`config.mk`:
```
export PLATFORM = sky130hd
export DESIGN_NAME = lbt_cell
export DESIGN_NICKNAME = d
export VERILOG_FILES = /design/src/rtl/core/line_boundary_table_top_defines.svh /design/src/rtl/core/lbt_pkg.sv /design/src/rtl/core/lbt_cell.sv
export SDC_FILE = /design/constraint.sdc
export NUM_CORES = 1
export LEC_CHECK = 0
export BUFFER_PORTS_ARGS = -buffer_cell sky130_fd_sc_hd__buf_2
export CAP_MARGIN = 20
export CELL_PAD_IN_SITES_DETAIL_PLACEMENT = 1
export CELL_PAD_IN_SITES_GLOBAL_PLACEMENT = 1
export CORE_ASPECT_RATIO = 1.2
export CORE_UTILIZATION = 30
export DETAILED_ROUTE_END_ITERATION = 8
export HOLD_SLACK_MARGIN = 0.06
export PLACE_DENSITY_LB_ADDON = 0.15
export SETUP_SLACK_MARGIN = 0.05
export SYNTH_ARGS = -nofsm -noshare
export SYNTH_HDL_FRONTEND = slang
export SYNTH_SLANG_ARGS = --single-unit
export TNS_END_PERCENT = 20
```
`constraint.sdc`:
```
create_clock -name clk -period 5.6 [get_ports clk]
set_input_delay 0.56 -clock clk [delete_from_list [all_inputs] [get_ports clk]]
set_output_delay 0.56 -clock clk [all_outputs]
set_load 0.02 [all_outputs]
```
`src/rtl/core/line_boundary_table_top_defines.svh`:
```
// Assertion macros for the line boundary table
`ifndef LINE_BOUNDARY_TABLE_TOP_DEFINES_SVH
`define LINE_BOUNDARY_TABLE_TOP_DEFINES_SVH

// same-cycle implication, clocked on clk, off while rst_n is low
`define LBT_ASSERT_IMP(lbl, ante, cons, msg) \
  lbl: assert property (@(posedge clk) disable iff (!rst_n) (ante) |-> (cons)) \
    else $error(msg);

// next-cycle implication, clocked on clk, off while rst_n is low
`define LBT_ASSERT_NXT(lbl, ante, cons, msg) \
  lbl: assert property (@(posedge clk) disable iff (!rst_n) (ante) |=> (cons)) \
    else $error(msg);

`endif

```
`src/rtl/core/lbt_pkg.sv`:
```
// Shared types, command codes and constants of the line boundary table
`timescale 1ns / 1ps

package lbt_pkg;

  localparam int POS_BITS      = 24;
  localparam int MAX_LINES_DEF = 1024;
  localparam int CMD_W         = 3;
  localparam int CHAR_W        = 8;
  localparam int STATUS_W      = 2;
  localparam int CELL_OP_W     = 3;

  localparam logic [CHAR_W-1:0] NEWLINE_CHAR = 8'd10;

  localparam logic [CMD_W-1:0] CMD_CLEAR     = 3'd0;
  localparam logic [CMD_W-1:0] CMD_SCAN_CHAR = 3'd1;
  localparam logic [CMD_W-1:0] CMD_SCAN_END  = 3'd2;
  localparam logic [CMD_W-1:0] CMD_READ      = 3'd3;
  localparam logic [CMD_W-1:0] CMD_REMOVE    = 3'd4;
  localparam logic [CMD_W-1:0] CMD_LENGTHEN  = 3'd5;
  localparam logic [CMD_W-1:0] CMD_INSERT    = 3'd6;
  localparam logic [CMD_W-1:0] CMD_COUNT     = 3'd7;

  localparam logic [STATUS_W-1:0] ST_OK    = 2'd0;
  localparam logic [STATUS_W-1:0] ST_RANGE = 2'd1;
  localparam logic [STATUS_W-1:0] ST_FULL  = 2'd2;

  localparam logic [CELL_OP_W-1:0] OP_NOP      = 3'd0;
  localparam logic [CELL_OP_W-1:0] OP_WRITE    = 3'd1;
  localparam logic [CELL_OP_W-1:0] OP_SHIFT_DN = 3'd2;
  localparam logic [CELL_OP_W-1:0] OP_ADJUST   = 3'd3;
  localparam logic [CELL_OP_W-1:0] OP_SHIFT_UP = 3'd4;

  typedef logic [POS_BITS-1:0] pos_t;

  typedef struct packed {
    pos_t start;
    pos_t len;
  } entry_t;

  typedef struct packed {
    logic [CELL_OP_W-1:0] kind;
    pos_t                 delta;
    entry_t               wdata;
  } cell_op_t;

endpackage

```
`src/rtl/core/lbt_cell.sv`:
```
// One table entry cell: holds start and length, shifts with its neighbors
`timescale 1ns / 1ps

module lbt_cell #(
  parameter int IDX_W   = 10,
  parameter int CELL_ID = 0
) (
  input  logic              clk,
  input  lbt_pkg::cell_op_t op,
  input  logic [IDX_W-1:0]  pos,
  input  logic [IDX_W-1:0]  rd_idx,
  input  lbt_pkg::entry_t   prev_ent,
  input  lbt_pkg::entry_t   next_ent,
  output lbt_pkg::entry_t   ent,
  output lbt_pkg::entry_t   rd_ent
);

  localparam logic [IDX_W-1:0] MY_IDX = IDX_W'(CELL_ID);

  lbt_pkg::entry_t ent_r;
  lbt_pkg::entry_t ent_nxt;
  lbt_pkg::entry_t rd_r;
  logic            here;
  logic            after;

  assign here  = (pos == MY_IDX);
  assign after = (MY_IDX > pos);

  always_comb begin
    ent_nxt = ent_r;
    case (op.kind)
      lbt_pkg::OP_WRITE: begin
        if (here) ent_nxt = op.wdata;
      end
      lbt_pkg::OP_SHIFT_DN: begin
        if (here || after) begin
          ent_nxt.start = next_ent.start + op.delta;
          ent_nxt.len   = next_ent.len;
        end
      end
      lbt_pkg::OP_ADJUST: begin
        if (here) ent_nxt.len = ent_r.len + op.delta;
        else if (after) ent_nxt.start = ent_r.start + op.delta;
      end
      lbt_pkg::OP_SHIFT_UP: begin
        if (here) begin
          ent_nxt = op.wdata;
        end else if (after) begin
          ent_nxt.start = prev_ent.start + op.delta;
          ent_nxt.len   = prev_ent.len;
        end
      end
      default: ent_nxt = ent_r;
    endcase
  end

  always_ff @(posedge clk) begin
    ent_r <= ent_nxt;
    rd_r  <= (rd_idx == MY_IDX) ? ent_r : '0;
  end

  assign ent    = ent_r;
  assign rd_ent = rd_r;

endmodule

```
-- Yosys cells after proc, flatten, opt, wreduce, memory -nomap -nowiden
Index checks and enable logic that the tools add are counted.
- input bits: 192
- register bits: 96
- add/sub/neg operators: 4
- reductions and logical operators: 6
- eq/ne operators: 10
- order comparisons: 1
- mux-type cells: 8
- operators with widths (operator ; count):
    2-to-1 mux 48 bit ; 4
    one-hot mux 48 bit (4 select lines) ; 1
    adder 24 bit ; 4
    2-to-1 mux 24 bit ; 3
    zero test 10 bit ; 2
    greater-than comparator 1 x 10 -> 1 bit (first input constant) ; 1
    != test 2 bit (second input constant) ; 5
    equality test 3 x 2 -> 1 bit (second input constant) ; 2
    AND reduction 6 bit ; 1
    AND reduction 5 bit ; 1
    nonzero test 4 bit ; 1
    equality test 3 x 1 -> 1 bit (second input constant) ; 1
    equality test 3 bit (second input constant) ; 1
    != test 3 bit (second input constant) ; 1
    logical OR 1 bit ; 1

-- Depth between registers and ports, before layout
Gate-level depths: netlist (run 1).
- word-level depth: 4
- gate-level depth with buffers: 15
- depth with buffers taken out: 14

-- Worst setup path before layout (run 1)
No wires, ideal clock.
- kind: input to register
- from: in op[72] in the netlist's numbering
- to: reg ent_r, in the netlist ent[46] (data pin)
- slack: 1.775 ns
- stages on the path: 12
- data arrival time: 3.565 ns
- cell sequence: clkbuf_1 > nand2_1 > buf_1 > mux2_2 > ha_1 > a21o_1 > a221o_1 > a21oi_4 > o221ai_2 > and3_4 > o311a_1 > a221o_1
- RTL lines (what ; RTL line ; text):
    start: declaration ; lbt_cell.sv:9 ; input lbt_pkg::cell_op_t op,
    end signal: assignment ; lbt_cell.sv:58 ; ent_r <= ent_nxt;
    end: declaration ; lbt_cell.sv:20 ; lbt_pkg::entry_t ent_r;

==> results of run 1 <==
power breakdown:
part           switching, uW  internal, uW
clock                    307           373
combinational            315           255
sequential             0.183           744
critical path: cells and delay by family:
| family | cells | cell delay, ns |
|---|---|---|
| compound gates | 6 | 1.60 |
| simple gates | 2 | 0.78 |
| mux | 1 | 0.48 |
| buf+inv | 1 | 0.38 |
| fa+ha+maj | 1 | 0.36 |
final cells by class:
cell class                      instances  area, sq um
Tap cell                              325          407
Clock inverter                          4         51.3
Sequential cell                        96         2400
Clock buffer                           12          256
Timing Repair Buffer                  296         1500
Fill cell                            2975        15100
Antenna cell                            1         2.50
Inverter                               14         52.6
Multi-Input combinational cell        677         4940
flip-flops by register name, summed over array words and instances (netlist names):
name    cells
ent        48
rd_ent     48
cell usage after synthesis, types with 4 or more instances:
cell type   n
ha_1       70
o21ai_0    62
a21oi_1    59
nor2_1     53
and2_1     50
dfxtp_1    48
edfxtp_1   48
nand2_1    44
xnor2_1    30
clkbuf_1   27
a21o_1     25
mux2_2     24
nor3_1     20
xor2_1     19
nand3_1    16
o21a_1     15
inv_1      14
a22oi_1    13
a211oi_1   12
mux2i_1    12
nor2b_1    12
nand2b_1   10
a221o_1     8
o22ai_1     8
a222oi_1    7
buf_1       7
o211ai_1    6
o21bai_1    6
a221oi_1    5
a31oi_1     5
nand3b_1    5
nand4_1     5
o221ai_1    5
o31ai_1     5
a211o_1     4
nor4_1      4
o21ai_1     4
or2_2       4
per-layer routing:
metal | track usage [%] | routed length (microns) | vias up
met5 | 0 | 0 | -
met2 | 38.9 | 14100 | 204
met4 | 6.12 | 415 | 0
met1 | 28.0 | 12800 | 3560
li1 | - | - | 3649
met3 | 3.56 | 1270 | 28
worst min-delay path by stage:
stage / to / cells after the start / startpoint / slack, ns
after CTS: ent[24] / 3 / op[24] / 0.45
after global routing: ent[24] / 3 / op[24] / 0.47
after detailed placement: rd_ent[25] / 1 / ent[25] / 0.49
final: ent[24] / 3 / op[24] / 0.47
after floorplan: rd_ent[24] / 1 / ent[24] / 0.62
after global placement: rd_ent[25] / 1 / ent[25] / 0.51
stage by stage:
| stage | utilization [%] | instances | setup WS (ns) | power (uW) | hold WS (ns) |
|---|---|---|---|---|---|
| after floorplan | - | 822 | 1.77 | 1140 | 0.625 |
| after global placement | 37.7 | 1408 | 1.19 | 1330 | 0.507 |
| after detailed placement | 37.7 | 1408 | 1.10 | 1330 | 0.495 |
| after CTS | 39.0 | 1424 | 1.49 | 2020 | 0.450 |
| after global routing | 39.0 | 1425 | 1.32 | 2100 | 0.472 |
| final | 39.0 | 1425 | 1.52 | 1990 | 0.467 |
logic make-up (layout without fill, tap and decap cells):
family                   after synthesis  in the layout  synth area share, %
adder cells (fa/ha/maj)               73             73                 12.5
buffers and inverters                 49            326                 2.55
XOR/XNOR                              49             49                 5.72
AO/OA/AOI/OAI                        281            281                 25.7
flip-flops                            96             96                 32.0
other                                  0              1                    0
multiplexers                          36             36                 5.20
AND/OR/NAND/NOR                      238            238                 16.4
==> metrics.cfg, run 1 <==
[yosys]
synth_area_leaders=edfxtp_1 (19%), dfxtp_1 (13%), ha_1 (12%), and2_1 (4.2%), o21ai_0 (4.1%)
synth_edf_count=48
yosys.area.top_type_share_pct=19.2
synth_seq_cells=96
netlist_area_sq_um=7500
syn_avg_cell_area_sq_um=9.13
synth-async-reset-ratio_pct=0
synth_cells=822
seq_area_frac_synth_pct=32.0
ys_warn_count=0
yosysUniqueCellTypes=70
yosysTopAreaCell=edfxtp_1
synth_nets=1087
ys.flop_type=edfxtp_1

[sta]
rsz0062_at_grt=false
finClkSkew_ns=0.0113
fin_crit_ns=4.08
finalHoldViolCount=0
period_share_pct=72.9
setup_tns_ns=0
finalSetupViolations=0
tightest_slew_ns=0.791
drv_slew=0
slew_headroom_pct=47.1
max_freq_mhz=245

[cts]
cts_root_buf=clkbuf_16
cts_max_level=3
post_cts_buffers=0
cts_hold_buf=0
cts_tree=built
path_clk_slew_ns=0.07
post_cts_resized=0
cts.sinks=96
insertion_delay_ns=0.37
numCtsBuffers=9
clk_path_buf_depth=2

[global_route]
grt_max_degree=49
gr-total-overflow=0
grt_pass1_vias=7691
grt_antenna_before_repair=1
grt_pass1_wl_microns=43200
grt_usage_pct=22.2

[setup_path]
endpoint=ent[46]
crit_type=input pin to flop
critPathLaunchType=input pin
cpPeakStageDelay_ns=0.57
worst-path-max-fanout=33
worstSetupStartpoint=op[72]
required_ns=5.72
cpMostUsedCell=a221o_1
cp_cell_sequence=buf_2 -> nand2_2 -> mux2_2 -> ha_1 -> a21o_1 -> a221o_1 -> a21oi_4 -> o221ai_2 -> and3_4 -> o311a_1 -> a221o_1
reg2reg_depth=9
cp.arrival_ns=4.20
worstReg2RegEnd=ent[46]
reg2reg_slack_ns=2.38
r2r-start=ent[37]
endpoint_kind=flop
crit_slowest_cell=nand2_2

[detailed_routing]
wl_per_cell_microns=20.0
drt-total-wl_microns=28600
vias_per_cell=5.22
final_antenna_net_count=0
dr.first_iter.drc_count=335
drc_errors=0
dr.pass1.iters=4
vias=7441

[floorplanning]
die_h_microns=175
core_sq_um=24700
start_util_pct=30.4
die-area_sq_um=25700
io_pins=288
rows=63
die_w_microns=146

[placement]
port_buffers=287
detailed_place_hpwl_microns=22600
place.gp.congestion=0.851
place_area_sq_um=9310

[layout]
final_cell_mix=buf_2 (287), ha_1 (70), o21ai_0 (62)
nets=1359
layout_commonest_cell=buf_2
areaGrowthSynthToFinish_pct=28.2
fin_area_sq_um=9620
drive_above_1_share_pct=32.8

[flow_run]
maxCapViolCount=0

[run_status]
status=finished clean

[pwr]
ir_worst_vdd_mv=0.144
p_leak_uw=0.00436
power.density_nw_per_um2=207

[worst_hold_path]
hp-class=input pin to flop

Note: power is estimated with default switching activity, not from simulation.
==> run 2, diff against run 1 <==
==> constraint.sdc (replaced) <==
create_clock -name clk -period 3.8 [get_ports clk]
set_input_delay 0.38 -clock clk [delete_from_list [all_inputs] [get_ports clk]]
set_output_delay 0.38 -clock clk [all_outputs]
set_load 0.02 [all_outputs]
==> run 2 against run 1 <==
Sequential cell count unchanged. Sequential power increased by 48%. First-iteration DRC count increased by 2.7%. Global-route usage increased by 0.31 points. Cell count increased by 0.77%. Core utilization increased by 0.30 points. Clock-buffer cell count decreased by 1. Non-clock buffer count increased by 11.
==> metrics.cfg, run 2 (synthesized netlist as in run 1, its figures left out) <==
[run_status]
status=finished clean

[placement]
port_buffers=287  ; unchanged
post-place-ws_ns=0.104  ; -0.993 ns
place_inst=1419  ; +0.78%
detailed_place_hpwl_microns=23100  ; +2.2%
place.gp.congestion=0.858  ; +0.89%

[floorplanning]
start_util_pct=30.4  ; unchanged
core_sq_um=24700  ; unchanged
die-area_sq_um=25700  ; unchanged
rows=63  ; unchanged
io_pins=288  ; unchanged
die_h_microns=175  ; unchanged
die_w_microns=146  ; unchanged

[cts]
cts_max_level=3  ; unchanged
insertion_delay_ns=0.36  ; about the same
cts_hold_buf=0  ; unchanged
path_clk_slew_ns=0.07  ; about the same
cts_root_buf=clkbuf_16
cts.sinks=96  ; unchanged
numCtsBuffers=9  ; unchanged
clk_path_buf_depth=2  ; unchanged
cts_tree=built
post_cts_buffers=0  ; unchanged
post_cts_resized=0  ; unchanged

[setup_path]
cpLargestDelayFamily=compound AO/OA/AOI/OAI gates
cp_num_buf_inv=2  ; +1
crit_type=input pin to flop
cpMostUsedCell=a221o_1
crit_slowest_cell=mux2_2
worst-path-max-fanout=27  ; -18%
endpoint_kind=flop
critPathLaunchType=input pin
cp.arrival_ns=3.42  ; -0.78 ns
required_ns=3.92  ; -1.80 ns
cp_cell_sequence=buf_2 -> nor2b_2 -> nand2_2 -> buf_12 -> mux2_2 -> ha_1 -> a21o_1 -> a221o_1 -> a21oi_4 -> o221ai_2 -> and3_4 -> o311a_1 -> a221o_1
cpPeakStageDelay_ns=0.36  ; -0.21 ns

[pwr]
p_leak_uw=0.00440  ; +1.0%
power.density_nw_per_um2=295  ; +42%
ir_worst_vdd_mv=0.194  ; +35%
finalPower_uw=2860  ; +44%

[detailed_routing]
vias=7470  ; +0.39%
dr.pass1.iters=4  ; unchanged
final_antenna_net_count=0  ; unchanged
drt-total-wl_microns=28800  ; +1.0%
vias_per_cell=5.20  ; -0.38%
drc_errors=0  ; unchanged
dr.first_iter.drc_count=344  ; +2.7%
wl_per_cell_microns=20.1  ; +0.23%

[sta]
max_freq_mhz=302
fin_hold_ws_ns=0.287  ; -0.181 ns
tightest_slew_ns=0.896  ; +0.105 ns
fin_crit_ns=3.31
setup_tns_ns=0  ; unchanged
finalHoldViolCount=0  ; unchanged
drv_slew=0  ; unchanged
slew_headroom_pct=40.1  ; -7.0 points
finClkSkew_ns=0.0120  ; +0.000719 ns
rsz0062_at_grt=false
finalSetupViolations=0  ; unchanged
period_share_pct=87.0
final.setup.worst_slack_ns=0.493  ; -1.03 ns

[global_route]
grt_usage_pct=22.5  ; +0.31 points
grt_max_degree=49  ; unchanged
met1_usage_pct=28.1  ; +0.14 points
use_met3_pct=3.43  ; -0.13 points
met2_usage_pct=39.7  ; +0.81 points
grt_pass1_vias=7777  ; +1.1%
top_usage_layer=met2
grt_antenna_before_repair=1  ; unchanged
grt_pass1_wl_microns=43900  ; +1.6%
gr-total-overflow=0  ; unchanged

[flow_run]
maxCapViolCount=0  ; unchanged

[layout]
nets=1370  ; +0.81%
fillers=3025  ; +1.7%
drive_above_1_share_pct=33.5  ; +0.67 points
areaGrowthSynthToFinish_pct=29.2
final_cells=1436  ; +0.77%
layout_commonest_cell=buf_2
final_cell_mix=buf_2 (287), ha_1 (70), o21ai_0 (62)

[worst_hold_path]
hp-class=input pin to flop

==> run 2: cell types whose count changed in the layout (fill, tap and decap cells not counted), sizes merged <==
cell,change
clkinv,+1
buf,+11
clkbuf,-1
clkinvlp,+1
bufinv,-1
==> run 2: path summary, 6_finish.rpt <==
check                           startpoint          to  slack, ns  cells after the start
worst max register to register     ent[39]     ent[46]       0.72                      9
worst min register to register     ent[25]  rd_ent[25]       0.50                      1
worst max-delay path                op[73]     ent[46]       0.49                     13
worst min-delay path                op[24]     ent[24]       0.29                      3
==> run 2: cell type report <==
type	instances	area [sq um]	share of cell area, %
clock inverter	5	31.3	0.323
sequential	96	2400	24.8
antenna	1	2.50	0.0258
tap	325	407	4.19
timing repair buffer	307	1610	16.6
multi-input combinational	677	4940	51.0
inverter	14	52.6	0.542
clock buffer	11	243	2.50
==> run 2: metrics by stage <==
stage	util, %	area [sq um]
after floorplan	-	7500
after global placement	38.2	9420
after CTS	39.3	9690
final	39.3	9690
after detailed placement	38.2	9420
after global routing	39.3	9690
==> run 2: worst reg2reg max path: stages (launching register included) <==
cell      delay [ns]
edfxtp_1        0.45
mux2_2          0.29
ha_1            0.35
a21o_1          0.22
a221o_1         0.35
a21oi_4         0.22
o221ai_2        0.16
and3_4          0.21
o311a_1         0.33
a221o_1         0.25
==> run 2: per-layer routing <==
metal,part of all wire (%),up-vias,routed length (microns)
met2,50,191,14400
met1,45,3581,12900
met4,1.5,0,428
met3,3.9,21,1140
met5,0,-,0
li1,-,3677,-
==> run 2: power breakdown <==
group          leakage, uW  internal [uW]  total (uW)  switching, uW
Clock             0.000132            462         907            446
Combinational      0.00345            387         858            471
Sequential        0.000815           1100        1100          0.267
Total              0.00440           1950        2860            917
